`config.mk`:
```
export PLATFORM = sky130hd
export DESIGN_NAME = line_follow_pid_steering_flat
export DESIGN_NICKNAME = d
export VERILOG_FILES = /design/src/lfps_pkg.sv /design/src/lfps_intf.sv /design/src/lfps_front.sv /design/src/lfps_fifo.sv /design/src/lfps_back.sv /design/src/line_follow_pid_steering.sv /design/src/flat_wrapper.sv
export VERILOG_INCLUDE_DIRS = /design/src /design/src/src
export SDC_FILE = /design/constraint.sdc
export NUM_CORES = 2
export LEC_CHECK = 0
export ABC_AREA = 1
export BUFFER_PORTS_ARGS = -buffer_cell sky130_fd_sc_hd__buf_2
export CAP_MARGIN = 20
export CORE_ASPECT_RATIO = 1.1
export CORE_MARGIN = 2
export CORE_UTILIZATION = 35
export CTS_CLUSTER_SIZE = 40
export DETAILED_ROUTE_END_ITERATION = 10
export SLEW_MARGIN = 25
export SYNTH_ARGS = -nofsm -noshare
export SYNTH_HDL_FRONTEND = slang
export SYNTH_SLANG_ARGS = --single-unit
```
`constraint.sdc`:
```
create_clock -name clk_i -period 22.9 [get_ports clk_i]
set_input_delay 4.58 -clock clk_i [delete_from_list [all_inputs] [get_ports clk_i]]
set_output_delay 4.58 -clock clk_i [all_outputs]
set_load 0.02 [all_outputs]
```
`src/line_follow_pid_steering_assert.svh`:
```
// Assertion macros shared by the line-following steering controller.
`ifndef LINE_FOLLOW_PID_STEERING_ASSERT_SVH
`define LINE_FOLLOW_PID_STEERING_ASSERT_SVH

// Same-cycle implication, clocked on clk_i and disabled during reset.
`define LFPS_ASSERT_NOW(lbl, ante, cons, msg) \
  lbl: assert property (@(posedge clk_i) disable iff (!rst_ni) (ante) |-> (cons)) \
    else $error(msg);

// Next-cycle implication, clocked on clk_i and disabled during reset.
`define LFPS_ASSERT_NEXT(lbl, ante, cons, msg) \
  lbl: assert property (@(posedge clk_i) disable iff (!rst_ni) (ante) |=> (cons)) \
    else $error(msg);

`endif

```
`src/lfps_pkg.sv`:
```
// Types, constants and helpers of the line-following steering controller.
package lfps_pkg;

  localparam int CNT_W      = 24;
  localparam int COL_W      = 12;
  localparam int FW_W       = 13;
  localparam int HALF_W     = FW_W - 1;
  localparam int GRAY_W     = 8;
  localparam int SPD_W      = 5;
  localparam int ERR_W      = 2;
  localparam int PID_W      = 24;
  localparam int INTEG_W    = 16;
  localparam int CFG_IDX_W  = 3;
  localparam int CFG_DATA_W = 16;

  localparam int QUEUE_DEPTH = 4;
  localparam int TOP_SPEED   = 20;
  localparam int SPEED_CAP   = 20;

  localparam logic [CNT_W-1:0] CNT_MAX = '1;
  localparam logic [COL_W-1:0] COL_MAX = '1;
  localparam logic [SPD_W-1:0] SPEED_MAX = SPD_W'(SPEED_CAP);
  localparam logic [SPD_W-1:0] FINAL_SPEED =
    SPD_W'((TOP_SPEED > SPEED_CAP) ? SPEED_CAP : TOP_SPEED);

  localparam logic signed [ERR_W-1:0] ERR_ZERO = 2'sb00;
  localparam logic signed [ERR_W-1:0] ERR_POS  = 2'sb01;
  localparam logic signed [ERR_W-1:0] ERR_NEG  = 2'sb11;

  localparam logic [CFG_IDX_W-1:0] REG_CRUISE_SPEED   = 3'd0;
  localparam logic [CFG_IDX_W-1:0] REG_FINISH_LEVEL   = 3'd1;
  localparam logic [CFG_IDX_W-1:0] REG_GRAY_THRESHOLD = 3'd2;
  localparam logic [CFG_IDX_W-1:0] REG_GAIN_P         = 3'd3;
  localparam logic [CFG_IDX_W-1:0] REG_GAIN_I         = 3'd4;
  localparam logic [CFG_IDX_W-1:0] REG_GAIN_D         = 3'd5;
  localparam logic [CFG_IDX_W-1:0] REG_FRAME_WIDTH    = 3'd6;

  typedef struct packed {
    logic [6:0]        cruise_speed;
    logic [8:0]        finish_level;
    logic [GRAY_W-1:0] gray_threshold;
    logic [15:0]       gain_p;
    logic [15:0]       gain_i;
    logic [15:0]       gain_d;
    logic [FW_W-1:0]   frame_width;
  } cfg_t;

  typedef struct packed {
    logic [CNT_W-1:0] half_pixels;
    logic [CNT_W-1:0] dark_left;
    logic [CNT_W-1:0] dark_right;
  } frame_sum_t;

  typedef struct packed {
    logic       push;
    frame_sum_t data;
  } fifo_wr_t;

  typedef struct packed {
    logic       empty;
    frame_sum_t data;
  } fifo_rd_t;

  function automatic logic [CNT_W-1:0] sat_inc(input logic [CNT_W-1:0] c);
    sat_inc = (c == CNT_MAX) ? c : c + CNT_W'(1);
  endfunction

endpackage

```
`src/lfps_intf.sv`:
```
// Pixel request and steering command channel interfaces.
interface lfps_pix_if;
  logic                       valid;
  logic                       ready;
  logic [lfps_pkg::GRAY_W-1:0] gray;
  logic                       line_last;
  logic                       frame_last;

  modport source (output valid, gray, line_last, frame_last, input ready);
  modport sink (input valid, gray, line_last, frame_last, output ready);
endinterface

interface lfps_cmd_if;
  logic                              valid;
  logic                              ready;
  logic [lfps_pkg::SPD_W-1:0]        left_speed;
  logic [lfps_pkg::SPD_W-1:0]        right_speed;
  logic signed [lfps_pkg::ERR_W-1:0] steer_error;
  logic signed [lfps_pkg::PID_W-1:0] pid_out;
  logic                              rush;

  modport source (output valid, left_speed, right_speed, steer_error, pid_out, rush,
                  input ready);
  modport sink (input valid, left_speed, right_speed, steer_error, pid_out, rush,
                output ready);
endinterface

```
`src/lfps_front.sv`:
```
// Pixel front end: counts dark pixels per half frame and queues frame summaries.
module lfps_front (
  input  logic              clk_i,
  input  logic              rst_ni,
  input  lfps_pkg::cfg_t    cfg_i,
  lfps_pix_if.sink          pix_i,
  input  logic              full_i,
  output lfps_pkg::fifo_wr_t wr_o
);
  import lfps_pkg::*;

  logic [COL_W-1:0]  column_q, column_d;
  logic [CNT_W-1:0]  hp_q, hp_d, dl_q, dl_d, dr_q, dr_d;
  logic [CNT_W-1:0]  hp_upd, dl_upd, dr_upd;
  logic [HALF_W-1:0] half;
  logic              in_left, in_right, dark, accept;

  assign half     = cfg_i.frame_width[FW_W-1:1];
  assign in_left  = column_q < half;
  assign in_right = !in_left && ({1'b0, column_q} < {half, 1'b0});
  assign dark     = pix_i.gray <= cfg_i.gray_threshold;
  assign accept   = pix_i.valid && pix_i.ready;

  assign pix_i.ready = !full_i;

  assign hp_upd = in_left ? sat_inc(hp_q) : hp_q;
  assign dl_upd = (in_left && dark) ? sat_inc(dl_q) : dl_q;
  assign dr_upd = (in_right && dark) ? sat_inc(dr_q) : dr_q;

  assign wr_o.push             = accept && pix_i.frame_last;
  assign wr_o.data.half_pixels = hp_upd;
  assign wr_o.data.dark_left   = dl_upd;
  assign wr_o.data.dark_right  = dr_upd;

  always_comb begin
    column_d = column_q;
    hp_d     = hp_q;
    dl_d     = dl_q;
    dr_d     = dr_q;
    if (accept) begin
      if (pix_i.frame_last) begin
        column_d = '0;
        hp_d     = '0;
        dl_d     = '0;
        dr_d     = '0;
      end else begin
        hp_d = hp_upd;
        dl_d = dl_upd;
        dr_d = dr_upd;
        if (pix_i.line_last) begin
          column_d = '0;
        end else if (column_q != COL_MAX) begin
          column_d = column_q + COL_W'(1);
        end
      end
    end
  end

  always_ff @(posedge clk_i or negedge rst_ni) begin
    if (!rst_ni) begin
      column_q <= '0;
      hp_q     <= '0;
      dl_q     <= '0;
      dr_q     <= '0;
    end else begin
      column_q <= column_d;
      hp_q     <= hp_d;
      dl_q     <= dl_d;
      dr_q     <= dr_d;
    end
  end

endmodule

```
`src/lfps_fifo.sv`:
```
// Short register queue of frame summaries between the front and back ends.
module lfps_fifo #(
  parameter int Depth = lfps_pkg::QUEUE_DEPTH
) (
  input  logic               clk_i,
  input  logic               rst_ni,
  input  lfps_pkg::fifo_wr_t wr_i,
  input  logic               pop_i,
  output lfps_pkg::fifo_rd_t rd_o,
  output logic               full_o
);
  import lfps_pkg::*;

  localparam int PtrW = $clog2(Depth);
  localparam int CntW = $clog2(Depth + 1);

  frame_sum_t      mem_q [Depth];
  logic [PtrW-1:0] wptr_q, wptr_d, rptr_q, rptr_d;
  logic [CntW-1:0] cnt_q, cnt_d;
  logic            do_push, do_pop;

  assign full_o     = cnt_q == CntW'(Depth);
  assign rd_o.empty = cnt_q == '0;
  assign rd_o.data  = mem_q[rptr_q];
  assign do_push    = wr_i.push && !full_o;
  assign do_pop     = pop_i && !rd_o.empty;

  always_comb begin
    wptr_d = wptr_q;
    rptr_d = rptr_q;
    cnt_d  = cnt_q;
    if (do_push) begin
      wptr_d = (wptr_q == PtrW'(Depth - 1)) ? '0 : wptr_q + PtrW'(1);
    end
    if (do_pop) begin
      rptr_d = (rptr_q == PtrW'(Depth - 1)) ? '0 : rptr_q + PtrW'(1);
    end
    if (do_push && !do_pop) begin
      cnt_d = cnt_q + CntW'(1);
    end else if (do_pop && !do_push) begin
      cnt_d = cnt_q - CntW'(1);
    end
  end

  always_ff @(posedge clk_i or negedge rst_ni) begin
    if (!rst_ni) begin
      wptr_q <= '0;
      rptr_q <= '0;
      cnt_q  <= '0;
    end else begin
      wptr_q <= wptr_d;
      rptr_q <= rptr_d;
      cnt_q  <= cnt_d;
    end
  end

  always_ff @(posedge clk_i) begin
    if (do_push) begin
      mem_q[wptr_q] <= wr_i.data;
    end
  end

endmodule

```
`src/lfps_back.sv`:
```
// Back end: rush test, steering error, PID step and motor speed pipeline.
module lfps_back (
  input  logic               clk_i,
  input  logic               rst_ni,
  input  lfps_pkg::cfg_t     cfg_i,
  input  lfps_pkg::fifo_rd_t rd_i,
  output logic               pop_o,
  lfps_cmd_if.source         cmd_o
);
  import lfps_pkg::*;

  localparam int SumW = 35;
  localparam int VW   = 26;

  function automatic logic [SPD_W-1:0] speed_of(input logic signed [VW-1:0] v);
    logic [VW-9:0] s;
    s = v[VW-1:8];
    if (v <= 0) begin
      speed_of = '0;
    end else if (s > (VW-8)'(SPEED_CAP)) begin
      speed_of = SPEED_MAX;
    end else begin
      speed_of = s[SPD_W-1:0];
    end
  endfunction

  logic en, finished_q, finished_d;

  // Stage A: rush test and error from the queue head.
  logic [CNT_W-1:0]        h, dl, dr, diff_lr, diff_rl;
  logic [32:0]             thr_prod, dl_sh, dr_sh;
  logic [28:0]             x20_lr, x20_rl, h_ext;
  logic                    rush_now;
  logic signed [ERR_W-1:0] err_now;
  logic                    a_valid_q, a_rush_q;
  logic signed [ERR_W-1:0] a_err_q;

  // Stage B: state update and partial products.
  logic signed [INTEG_W-1:0] integ_q, integ_d;
  logic signed [INTEG_W:0]   integ_sum;
  logic signed [ERR_W-1:0]   last_err_q;
  logic signed [ERR_W:0]     d_err;
  logic signed [17:0]        pterm;
  logic signed [32:0]        iterm;
  logic signed [19:0]        dterm;
  logic                      b_valid_q, b_rush_q;
  logic signed [ERR_W-1:0]   b_err_q;
  logic signed [17:0]        b_pterm_q;
  logic signed [32:0]        b_iterm_q;
  logic signed [19:0]        b_dterm_q;

  // Stage C: sum and saturation.
  logic signed [SumW-1:0]  pid_sum;
  logic signed [PID_W-1:0] pid_sat;
  logic                    c_valid_q, c_rush_q;
  logic signed [ERR_W-1:0] c_err_q;
  logic signed [PID_W-1:0] c_pid_q;

  // Output register.
  logic signed [VW-1:0]    base, v_left, v_right;
  logic                    out_valid_q, out_rush_q;
  logic [SPD_W-1:0]        out_left_q, out_right_q;
  logic signed [ERR_W-1:0] out_err_q;
  logic signed [PID_W-1:0] out_pid_q;

  assign en    = !out_valid_q || cmd_o.ready;
  assign pop_o = en && !rd_i.empty;

  assign h        = rd_i.data.half_pixels;
  assign dl       = rd_i.data.dark_left;
  assign dr       = rd_i.data.dark_right;
  assign thr_prod = 33'(cfg_i.finish_level) * 33'(h);
  assign dl_sh    = {1'b0, dl, 8'b0};
  assign dr_sh    = {1'b0, dr, 8'b0};
  assign rush_now = (dl_sh <= thr_prod) && (dr_sh <= thr_prod);
  assign diff_lr  = dl - dr;
  assign diff_rl  = dr - dl;
  assign x20_lr   = {1'b0, diff_lr, 4'b0} + {3'b0, diff_lr, 2'b0};
  assign x20_rl   = {1'b0, diff_rl, 4'b0} + {3'b0, diff_rl, 2'b0};
  assign h_ext    = {5'b0, h};

  always_comb begin
    if (dl > dr && x20_lr > h_ext) begin
      err_now = ERR_POS;
    end else if (dr > dl && x20_rl > h_ext) begin
      err_now = ERR_NEG;
    end else begin
      err_now = ERR_ZERO;
    end
  end

  assign finished_d = finished_q || (pop_o && rush_now);

  always_comb begin
    integ_sum = (INTEG_W+1)'(integ_q) + (INTEG_W+1)'(a_err_q);
    if (integ_sum > (INTEG_W+1)'(32767)) begin
      integ_d = 16'sh7FFF;
    end else if (integ_sum < -(INTEG_W+1)'(32768)) begin
      integ_d = 16'sh8000;
    end else begin
      integ_d = integ_sum[INTEG_W-1:0];
    end
  end

  assign d_err = (ERR_W+1)'(a_err_q) - (ERR_W+1)'(last_err_q);

  always_comb begin
    case (a_err_q)
      ERR_POS: pterm = $signed({2'b0, cfg_i.gain_p});
      ERR_NEG: pterm = -$signed({2'b0, cfg_i.gain_p});
      default: pterm = '0;
    endcase
  end

  assign iterm = $signed({1'b0, cfg_i.gain_i}) * integ_d;
  assign dterm = 20'($signed({1'b0, cfg_i.gain_d}) * d_err);

  assign pid_sum = SumW'(b_pterm_q) + SumW'(b_iterm_q) + SumW'(b_dterm_q);

  always_comb begin
    if (pid_sum > SumW'(8388607)) begin
      pid_sat = 24'sh7FFFFF;
    end else if (pid_sum < -SumW'(8388608)) begin
      pid_sat = 24'sh800000;
    end else begin
      pid_sat = pid_sum[PID_W-1:0];
    end
  end

  assign base    = $signed({11'b0, cfg_i.cruise_speed, 8'b0});
  assign v_left  = base - VW'(c_pid_q);
  assign v_right = base + VW'(c_pid_q);

  always_ff @(posedge clk_i or negedge rst_ni) begin
    if (!rst_ni) begin
      finished_q  <= 1'b0;
      a_valid_q   <= 1'b0;
      b_valid_q   <= 1'b0;
      c_valid_q   <= 1'b0;
      out_valid_q <= 1'b0;
      integ_q     <= '0;
      last_err_q  <= ERR_ZERO;
    end else if (en) begin
      finished_q  <= finished_d;
      a_valid_q   <= pop_o && !finished_q;
      b_valid_q   <= a_valid_q;
      c_valid_q   <= b_valid_q;
      out_valid_q <= c_valid_q;
      if (a_valid_q && !a_rush_q) begin
        integ_q    <= integ_d;
        last_err_q <= a_err_q;
      end
    end
  end

  always_ff @(posedge clk_i) begin
    if (en) begin
      a_rush_q  <= rush_now;
      a_err_q   <= err_now;
      b_rush_q  <= a_rush_q;
      b_err_q   <= a_err_q;
      b_pterm_q <= pterm;
      b_iterm_q <= iterm;
      b_dterm_q <= dterm;
      c_rush_q  <= b_rush_q;
      c_err_q   <= b_err_q;
      c_pid_q   <= pid_sat;
      if (c_rush_q) begin
        out_left_q  <= FINAL_SPEED;
        out_right_q <= FINAL_SPEED;
        out_err_q   <= ERR_ZERO;
        out_pid_q   <= '0;
        out_rush_q  <= 1'b1;
      end else begin
        out_left_q  <= speed_of(v_left);
        out_right_q <= speed_of(v_right);
        out_err_q   <= c_err_q;
        out_pid_q   <= c_pid_q;
        out_rush_q  <= 1'b0;
      end
    end
  end

  assign cmd_o.valid       = out_valid_q;
  assign cmd_o.left_speed  = out_left_q;
  assign cmd_o.right_speed = out_right_q;
  assign cmd_o.steer_error = out_err_q;
  assign cmd_o.pid_out     = out_pid_q;
  assign cmd_o.rush        = out_rush_q;

endmodule

```
`src/line_follow_pid_steering.sv`:
```
// Line-following PID steering controller fed by a raster stream of gray pixels.
//
// pix_i takes one pixel request per cycle (gray, line_last, frame_last) while its
// ready is high. Dark pixels are counted per half frame in the pixel front end;
// the request carrying frame_last closes the frame and pushes a summary into a
// short queue. The back end pipeline turns each summary into one command on cmd_o
// through stages A, B and C and the output register, and can take one summary per
// cycle unless cmd_o stalls. A final rush command is sent once; no more follow.
// Pixels are always taken at one per cycle unless the summary queue is full,
// which happens only when cmd_o stalls while frames keep closing quickly.
// A stall on cmd_o holds the command register and freezes the back pipeline.
// Registers must be written through cfg_we_i, cfg_idx_i and cfg_data_i only while
// idle; the block does not enforce this. Reset clears the counters, the PID state,
// the queue and the pipeline, and loads the default register values.
`include "line_follow_pid_steering_assert.svh"

module line_follow_pid_steering #(
  parameter int QueueDepth = lfps_pkg::QUEUE_DEPTH
) (
  input  logic                                clk_i,
  input  logic                                rst_ni,
  input  logic                                cfg_we_i,
  input  logic [lfps_pkg::CFG_IDX_W-1:0]      cfg_idx_i,
  input  logic [lfps_pkg::CFG_DATA_W-1:0]     cfg_data_i,
  lfps_pix_if.sink                            pix_i,
  lfps_cmd_if.source                          cmd_o
);
  import lfps_pkg::*;

  cfg_t     cfg_q, cfg_d;
  fifo_wr_t fifo_wr;
  fifo_rd_t fifo_rd;
  logic     fifo_full, fifo_pop;

  always_comb begin
    cfg_d = cfg_q;
    if (cfg_we_i) begin
      unique case (cfg_idx_i)
        REG_CRUISE_SPEED:   cfg_d.cruise_speed   = cfg_data_i[6:0];
        REG_FINISH_LEVEL:   cfg_d.finish_level   = cfg_data_i[8:0];
        REG_GRAY_THRESHOLD: cfg_d.gray_threshold = cfg_data_i[GRAY_W-1:0];
        REG_GAIN_P:         cfg_d.gain_p         = cfg_data_i;
        REG_GAIN_I:         cfg_d.gain_i         = cfg_data_i;
        REG_GAIN_D:         cfg_d.gain_d         = cfg_data_i;
        REG_FRAME_WIDTH:    cfg_d.frame_width    = cfg_data_i[FW_W-1:0];
        default:            cfg_d                = cfg_q;
      endcase
    end
  end

  always_ff @(posedge clk_i or negedge rst_ni) begin
    if (!rst_ni) begin
      cfg_q.cruise_speed   <= 7'd20;
      cfg_q.finish_level   <= 9'd0;
      cfg_q.gray_threshold <= 8'd80;
      cfg_q.gain_p         <= 16'd2560;
      cfg_q.gain_i         <= 16'd128;
      cfg_q.gain_d         <= 16'd0;
      cfg_q.frame_width    <= 13'd640;
    end else begin
      cfg_q <= cfg_d;
    end
  end

  lfps_front u_front (
    .clk_i  (clk_i),
    .rst_ni (rst_ni),
    .cfg_i  (cfg_q),
    .pix_i  (pix_i),
    .full_i (fifo_full),
    .wr_o   (fifo_wr)
  );

  lfps_fifo #(
    .Depth (QueueDepth)
  ) u_fifo (
    .clk_i  (clk_i),
    .rst_ni (rst_ni),
    .wr_i   (fifo_wr),
    .pop_i  (fifo_pop),
    .rd_o   (fifo_rd),
    .full_o (fifo_full)
  );

  lfps_back u_back (
    .clk_i  (clk_i),
    .rst_ni (rst_ni),
    .cfg_i  (cfg_q),
    .rd_i   (fifo_rd),
    .pop_o  (fifo_pop),
    .cmd_o  (cmd_o)
  );

  `LFPS_ASSERT_NOW(a_speed_cap, cmd_o.valid,
    (cmd_o.left_speed <= SPEED_MAX) && (cmd_o.right_speed <= SPEED_MAX),
    "Motor speed above the cap.")

  `LFPS_ASSERT_NOW(a_rush_clean, cmd_o.valid && cmd_o.rush,
    (cmd_o.steer_error == ERR_ZERO) && (cmd_o.pid_out == '0),
    "Rush command carries a steering value.")

  `LFPS_ASSERT_NEXT(a_silent_after_rush, cmd_o.valid && cmd_o.ready && cmd_o.rush,
    !cmd_o.valid, "Command issued after the final rush.")

  `LFPS_ASSERT_NOW(a_no_push_when_full, fifo_full, !fifo_wr.push,
    "Frame summary pushed into a full queue.")

endmodule

```
`src/flat_wrapper.sv`:
```
// flat-port wrapper written by rule: the top's interface ports become plain ports
module line_follow_pid_steering_flat import lfps_pkg::*;
#(
  parameter int QueueDepth = lfps_pkg::QUEUE_DEPTH
)
  (clk_i, rst_ni, cfg_we_i, cfg_idx_i, cfg_data_i, pix_i_valid, pix_i_gray, pix_i_line_last, pix_i_frame_last, pix_i_ready, cmd_o_valid, cmd_o_left_speed, cmd_o_right_speed, cmd_o_steer_error, cmd_o_pid_out, cmd_o_rush, cmd_o_ready);
  lfps_pix_if pix_i_i ();
  lfps_cmd_if cmd_o_i ();
  input  logic clk_i;
  input  logic rst_ni;
  input  logic cfg_we_i;
  input  logic [lfps_pkg::CFG_IDX_W-1:0] cfg_idx_i;
  input  logic [lfps_pkg::CFG_DATA_W-1:0] cfg_data_i;
  input wire logic [$bits(pix_i_i.valid)-1:0] pix_i_valid;
  input wire logic [$bits(pix_i_i.gray)-1:0] pix_i_gray;
  input wire logic [$bits(pix_i_i.line_last)-1:0] pix_i_line_last;
  input wire logic [$bits(pix_i_i.frame_last)-1:0] pix_i_frame_last;
  output wire logic [$bits(pix_i_i.ready)-1:0] pix_i_ready;
  output wire logic [$bits(cmd_o_i.valid)-1:0] cmd_o_valid;
  output wire logic [$bits(cmd_o_i.left_speed)-1:0] cmd_o_left_speed;
  output wire logic [$bits(cmd_o_i.right_speed)-1:0] cmd_o_right_speed;
  output wire logic [$bits(cmd_o_i.steer_error)-1:0] cmd_o_steer_error;
  output wire logic [$bits(cmd_o_i.pid_out)-1:0] cmd_o_pid_out;
  output wire logic [$bits(cmd_o_i.rush)-1:0] cmd_o_rush;
  input wire logic [$bits(cmd_o_i.ready)-1:0] cmd_o_ready;
  assign pix_i_i.valid = pix_i_valid;
  assign pix_i_i.gray = pix_i_gray;
  assign pix_i_i.line_last = pix_i_line_last;
  assign pix_i_i.frame_last = pix_i_frame_last;
  assign pix_i_ready = pix_i_i.ready;
  assign cmd_o_valid = cmd_o_i.valid;
  assign cmd_o_left_speed = cmd_o_i.left_speed;
  assign cmd_o_right_speed = cmd_o_i.right_speed;
  assign cmd_o_steer_error = cmd_o_i.steer_error;
  assign cmd_o_pid_out = cmd_o_i.pid_out;
  assign cmd_o_rush = cmd_o_i.rush;
  assign cmd_o_i.ready = cmd_o_ready;
  line_follow_pid_steering #(.QueueDepth(QueueDepth)) u_core (.clk_i(clk_i), .rst_ni(rst_ni), .cfg_we_i(cfg_we_i), .cfg_idx_i(cfg_idx_i), .cfg_data_i(cfg_data_i), .pix_i(pix_i_i), .cmd_o(cmd_o_i));
endmodule
```
-- Word-level counts from Yosys, hierarchy flattened
Memories as Yosys holds them, arrays and structs flattened.
Index checks and enable logic that the tools add are counted.
- register bits: 340
- latch bits: 0
- memory bits (writable): 288
- bits in read-only memories: 0
- input port bits: 34
- output and inout port bits: 39
- word-level logic and storage cells: 162
- memories: 1
- add/sub/neg operators: 19
- multipliers: 3
- div/mod/pow operators: 0
- magnitude comparators: 17
- equal/unequal tests: 15
- shifts and indexed selects: 0
- multiplexer cells: 28
- bitwise gates (word level): 0
- reduce and logical (&&, ||, !) cells: 41
- memories (memory ; words ; bits a word ; read ports ; clocked after Yosys merged registers in ; wr ports ; RTL line ; source):
    u_core.u_fifo.mem_q ; 4 ; 72 ; 1 ; 0 ; 1 ; lfps_fifo.sv:17 ; frame_sum_t mem_q [Depth];
- operators by type and width (kind ; count):
    two-way mux 24 bit ; 10
    adder 24 x 1 -> 24 bit, second input constant ; 3
    == test 24 bit, second input constant ; 3
    <= comparator 32 x 33 -> 1 bit ; 2
    adder 28 x 26 -> 29 bit ; 2
    > comparator 29 x 24 -> 1 bit ; 2
    <= comparator 25 x 1 -> 1 bit, second input constant ; 2
    > comparator 24 bit ; 2
    subtractor 24 bit ; 2
    > comparator 18 x 5 -> 1 bit, second input constant ; 2
    two-way mux 12 bit ; 3
    one-hot mux 18 bit (2 select lines) ; 1
    adder 34 x 20 -> 35 bit ; 1
    > comparator 35 x 24 -> 1 bit, second input constant ; 1
    less-than comparator 35 x 24 -> 1 bit, second input constant ; 1
    adder 18 x 33 -> 34 bit ; 1
    multiplier 17 x 16 -> 33 bit ; 1
    multiplier 9 x 24 -> 33 bit ; 1
    two-way mux 16 bit ; 2
    adder 16 x 24 -> 25 bit ; 1
    subtractor 16 x 24 -> 25 bit ; 1
    multiplier 17 x 3 -> 20 bit ; 1
    two-way mux 5 bit ; 4
    negation 16 -> 18 bit ; 1
    28 further kinds ; 73

-- Logic depth before layout (Yosys ltp)
- word-level depth: 9
- depth in mapped cells: 46
- mapped depth without buffers: 44

-- Cells and area by module
A second synthesis with hierarchy kept.
- cells, all modules: 7119
- area, all modules: 57886.8 um^2
- modules (own cells, without submodules) (module ; instances ; cells each ; area each (um^2) ; seq. area each (um^2)):
    lfps_back ; 1 ; 4590 ; 34855.9 ; 4809.6
    lfps_fifo ; 1 ; 900 ; 12090.3 ; 8823.5
    lfps_front ; 1 ; 1251 ; 7601.0 ; 2102.0
    line_follow_pid_steering ; 1 ; 378 ; 3339.5 ; 2138.3

-- Least setup slack after synthesis
No wires, ideal clock.
- path type: input-to-reg
- start point: input port cmd_o_ready
- end point: register u_core.u_back.integ_q[5]
- library setup time: 0.082 ns
- arrival time: 8.580 ns
- required time: 22.818 ns
- setup slack: 14.238 ns
- stages: 7
- path buffers: 1
- cells stage by stage: nor2_1 > inv_1 > nand2_1 > nor2_1 > clkbuf_1 > nor2_1 > a31oi_1
- cells in the longest elaborated chain, start to end: 2
- RTL lines (what ; RTL line ; source):
    from (decl) ; flat_wrapper.sv:25 ; input wire logic [$bits(cmd_o_i.ready)-1:0] cmd_o_ready;
    logical OR 1 bit ; lfps_back.sv:66 ; assign en = !out_valid_q || cmd_o.ready;
    AND reduction 2 bit (no line) ; n/a ;
    to (signal assigned) ; lfps_back.sv:150 ; integ_q <= integ_d;
    to (decl) ; lfps_back.sv:39 ; logic signed [INTEG_W-1:0] integ_q, integ_d;
No other way between the ends.
A chain may end at the register's enable or synchronous reset.

-- Worst setup path in the final report
- start point: register u_core.u_back.a_err_q[1]
- end point: register u_core.u_back.b_iterm_q[30] (data pin)
- cells in the longest elaborated chain, start to end: 5
- elaborated cells between the ends (all ways): 6
- those cells by class: 1 x add/sub; 1 x mul; 2 x order compare; 2 x mux
- RTL lines (what ; RTL line ; source):
    from (decl) ; lfps_back.sv:36 ; logic signed [ERR_W-1:0] a_err_q;
    from (signal assigned) ; lfps_back.sv:159 ; a_err_q <= err_now;
    adder 16 x 2 -> 17 bit * ; lfps_back.sv:95 ; integ_sum = (INTEG_W+1)'(integ_q) + (INTEG_W+1)'(a_err_q);
    less-than comparator 17 x 16 -> 1 bit ; lfps_back.sv:98 ; end else if (integ_sum < -(INTEG_W+1)'(32768)) begin
    two-way mux 16 bit ; lfps_back.sv:98 ;
    two-way mux 16 bit * ; lfps_back.sv:96 ; if (integ_sum > (INTEG_W+1)'(32767)) begin
    multiplier 17 x 16 -> 33 bit * ; lfps_back.sv:115 ; assign iterm = $signed({1'b0, cfg_i.gain_i}) * integ_d;
    named net u_core.u_back.iterm[30] ; lfps_back.sv:44 ; logic signed [32:0] iterm;
    to (signal assigned) ; lfps_back.sv:163 ; b_iterm_q <= iterm;
    to (decl) ; lfps_back.sv:49 ; logic signed [32:0] b_iterm_q;
Mark *: on every way through the listed nets, which the timed path passes. The rest lies on a longest branch.

==> impl_metrics.tcl <==
set metrics [dict create \
    synth_area_um2 54900 \
    rows 152 \
    path_clk_slew_ns 0.06 \
    cts_resized 0 \
    port_buffers 72 \
    slew_headroom_pct 23.2 \
    crit_path_end_kind "flop" \
    clk_latency_ns 0.66 \
    wl_per_cell_um 18.4 \
    r2r.worst_path.cells 33 \
    postCtsHoldBufs 0 \
    placed_cell_area_um2 57500 \
    period_needed_ns 9.23 \
    min_path_type "flop to flop" \
    grt_use_total_pct 19.7 \
    drc 0 \
    synth_top_family_by_area "adder cells" \
    avgSynthCellArea_um2 8.46 \
    grt_overflow_total 0 \
    vias 44000 \
    crit_fanout 36 \
    numCtsBuffers 68 \
    firstDrtPassIters 6 \
    postRouteAntennaNets 0 \
    startpoint_type "flop" \
    synth_top_area_share_pct 23.5 \
    cts_tree "built" \
    r2r-end "u_core.u_back.b_iterm_q[30]$_DFFE_PN_" \
    drt_iter0_drc 3129 \
    layout.nets 7432 \
    synth_fa_ha_area_share_pct 26.1 \
    ios 73 \
    synth.area.mux_share_pct 0 \
    drv_slew 0 \
    synth_fp_nets 7426 \
    grt_start_max_net_pins 92 \
    start_util_pct 35.2 \
    ctsRootBufferMaster "clkbuf_16" \
    grt_pass1_wl_mm 248 \
    synth.distinct_cells 61 \
    synth.area.top_cells "edfxtp_1 (23%), fa_1 (15%), ha_1 (11%), nand2_1 (10%), dfrtp_1 (8.6%)" \
    core_um2 156000 \
    max_cap_viol_count 0 \
    min_path_cells 0 \
    dp_slack_ns 13.66 \
    synth-edff-count 429 \
    r2r_start "u_core.u_back.a_err_q[1]$_SDFFCE_PP0N_" \
    ys_warn_count 0 \
    outcome "finished clean" \
    synth_xor_area_share_pct 4.23 \
    dp_hpwl_mm 124 \
    skew_ns 0.0322 \
    fmax_ghz 0.108 \
    reg2reg_slack_ns 13.67 \
    synth_commonest_cells "nand2_1 (1508), inv_1 (1027), nor2_1 (533)" \
    slowest_stage "a21oi_2" \
    arrival_ns 9.63 \
    ys_seq_area_share_pct 32.5 \
    htree_levels 3 \
    drt-vias-per-instance 5.09 \
    area_growth_syn_to_layout_pct 8.94 \
    synth_ff_type "edfxtp_1" \
    rsz0062_at_grt "false" \
    final_area_um2 59800 \
    hold-path-endpoint "u_core.u_back.c_rush_q$_DFFE_PN_" \
    crit_required_ns 23.31 \
    synth_compound_area_share_pct 9.73 \
    antenna_found_initial 6 \
    worst_hold_startpoint "u_core.u_back.b_rush_q$_DFFE_PN_" \
    synthArstFlopShare_pct 31.6 \
    layout_setup_ws_ns 13.67 \
    synth.largest_area_cell "edfxtp_1" \
    synth_cells 6490 \
    synth.ff_latch_count 627 \
    die_h_um 419 \
    slowest_delay_ns 0.74 \
    drive_above_1_share_pct 4.70 \
    gp_congestion 0.939 \
    tightest_slew_ns 1.15 \
    finalHoldViolations 0 \
    synth-simple-area-share_pct 19.0 \
    path_class "flop to flop" \
    post_cts.repair.setup_buffers 0 \
    dieArea_um2 160000 \
    yosysMostFrequentCell "nand2_1" \
    wl_mm 158 \
    setup_viol_count_final 0 \
    fin_crit_sh_pct 40.3 \
    cts.path.max_buffers 3 \
    cts_sinks 627 \
    grt_pass1_vias 43600 \
    final.setup.tns_ns 0 \
    die_x_um 382 \
]
## cell families (layout without fill, tap and decap cells)
logic type               Yosys count  in the layout
adder cells (fa/ha/maj)          902            902
AO/OA/AOI/OAI                    947            947
flip-flops                       627            627
AND/OR/NAND/NOR                 2542           2542
XOR/XNOR                         263            263
other                              0              4
buffers and inverters           1209           1271
## metrics by stage
stage | utilization [%] | hold WS [ns] | cells
5_1_grt | 38.4 | 0.421 | 8631
6_report | 38.4 | 0.419 | 8635
3_3_place_gp | 36.9 | 0.403 | 8503
4_1_cts | 38.3 | 0.418 | 8630
2_1_floorplan | - | 0.400 | 6490
3_5_place_dp | 36.9 | 0.405 | 8504
## worst max-delay path by stage
stage,start,to,slack [ns],cells after the start
2_1_floorplan,cmd_o_ready,u_core.u_back.integ_q[5]$_DFFE_PN0P_,14.24,7
3_3_place_gp,u_core.u_back.a_err_q[1]$_SDFFCE_PP0N_,u_core.u_back.b_iterm_q[29]$_DFFE_PN_,13.29,33
3_5_place_dp,u_core.u_back.a_err_q[1]$_SDFFCE_PP0N_,u_core.u_back.b_iterm_q[29]$_DFFE_PN_,13.66,33
4_1_cts,u_core.u_back.a_err_q[1]$_SDFFCE_PP0N_,u_core.u_back.b_iterm_q[29]$_DFFE_PN_,13.65,33
5_1_grt,u_core.u_back.a_err_q[1]$_SDFFCE_PP0N_,u_core.u_back.b_iterm_q[30]$_DFFE_PN_,12.98,36
6_report,u_core.u_back.a_err_q[1]$_SDFFCE_PP0N_,u_core.u_back.b_iterm_q[30]$_DFFE_PN_,13.67,33
## registers in the layout, summed over array words and instances (netlist names), 2 cells and up
| register | count |
|---|---|
| u_core.u_front.hp_q | 24 |
| u_core.u_fifo.wptr_q | 2 |
| u_core.u_fifo.cnt_q | 3 |
| u_core.u_fifo.rptr_q | 2 |
| u_core.u_back.integ_q | 16 |
| u_core.u_back.cmd_o.left_speed | 5 |
| u_core.u_back.c_pid_q | 24 |
| u_core.u_back.b_dterm_q | 20 |
| u_core.u_back.b_err_q | 2 |
| u_core.u_back.c_err_q | 2 |
| u_core.u_front.dl_q | 24 |
| u_core.u_front.dr_q | 24 |
| u_core.u_back.cmd_o.right_speed | 5 |
| u_core.u_back.b_iterm_q | 33 |
| u_core.u_front.column_q | 12 |
| u_core.u_fifo.mem_q | 288 |
| u_core.u_back.cmd_o.steer_error | 2 |
| u_core.u_back.a_err_q | 2 |
| u_core.cfg_q | 84 |
| u_core.u_back.b_pterm_q | 18 |
| u_core.u_back.cmd_o.pid_out | 24 |
| u_core.u_back.last_err_q | 2 |
## worst max-delay path: cells and delay by family, from the launching register on
family	cells	cell delay, ns
compound gates	5	1.38
flops	1	0.33
buf+inv	5	0.89
simple gates	15	2.37
fa+ha+maj	8	3.97
## cells in the final DEF (no fill, tap or decap), drive strengths merged, types with 85 or more instances in the layout
| cell type | Yosys | routed |
|---|---|---|
| a21oi | 373 | 373 |
| buf | 30 | 107 |
| clkbuf | 141 | 85 |
| dfrtp | 189 | 189 |
| edfxtp | 429 | 429 |
| fa | 407 | 407 |
| ha | 495 | 495 |
| inv | 1036 | 1044 |
| nand2 | 1528 | 1528 |
| nand3 | 235 | 235 |
| nor2 | 547 | 547 |
| o21ai | 339 | 339 |
| xor2 | 198 | 198 |
## area by class of cell
class                           instances  area [µm²]
Sequential cell                       627       17900
Tap cell                             2079        2600
Inverter                             1038        3910
Clock buffer                           85        1800
Fill cell                           15900       96100
Timing Repair Buffer                  107         644
Clock inverter                         41         508
Multi-Input combinational cell       4654       32500
Antenna cell                            4        10.0
## routing by layer
| metal | up-vias | wire, µm | GRT usage, % |
|---|---|---|---|
| met5 | - | 15 | 0 |
| met3 | 220 | 7910 | 1.92 |
| met1 | 21600 | 72700 | 27.4 |
| li1 | 21100 | - | - |
| met4 | 2 | 3520 | 4.86 |
| met2 | 1104 | 74300 | 32.9 |
Power is left out: the tool's default activity adds up to more than one toggle a clock period on the data nets, which glitch-free logic cannot reach.
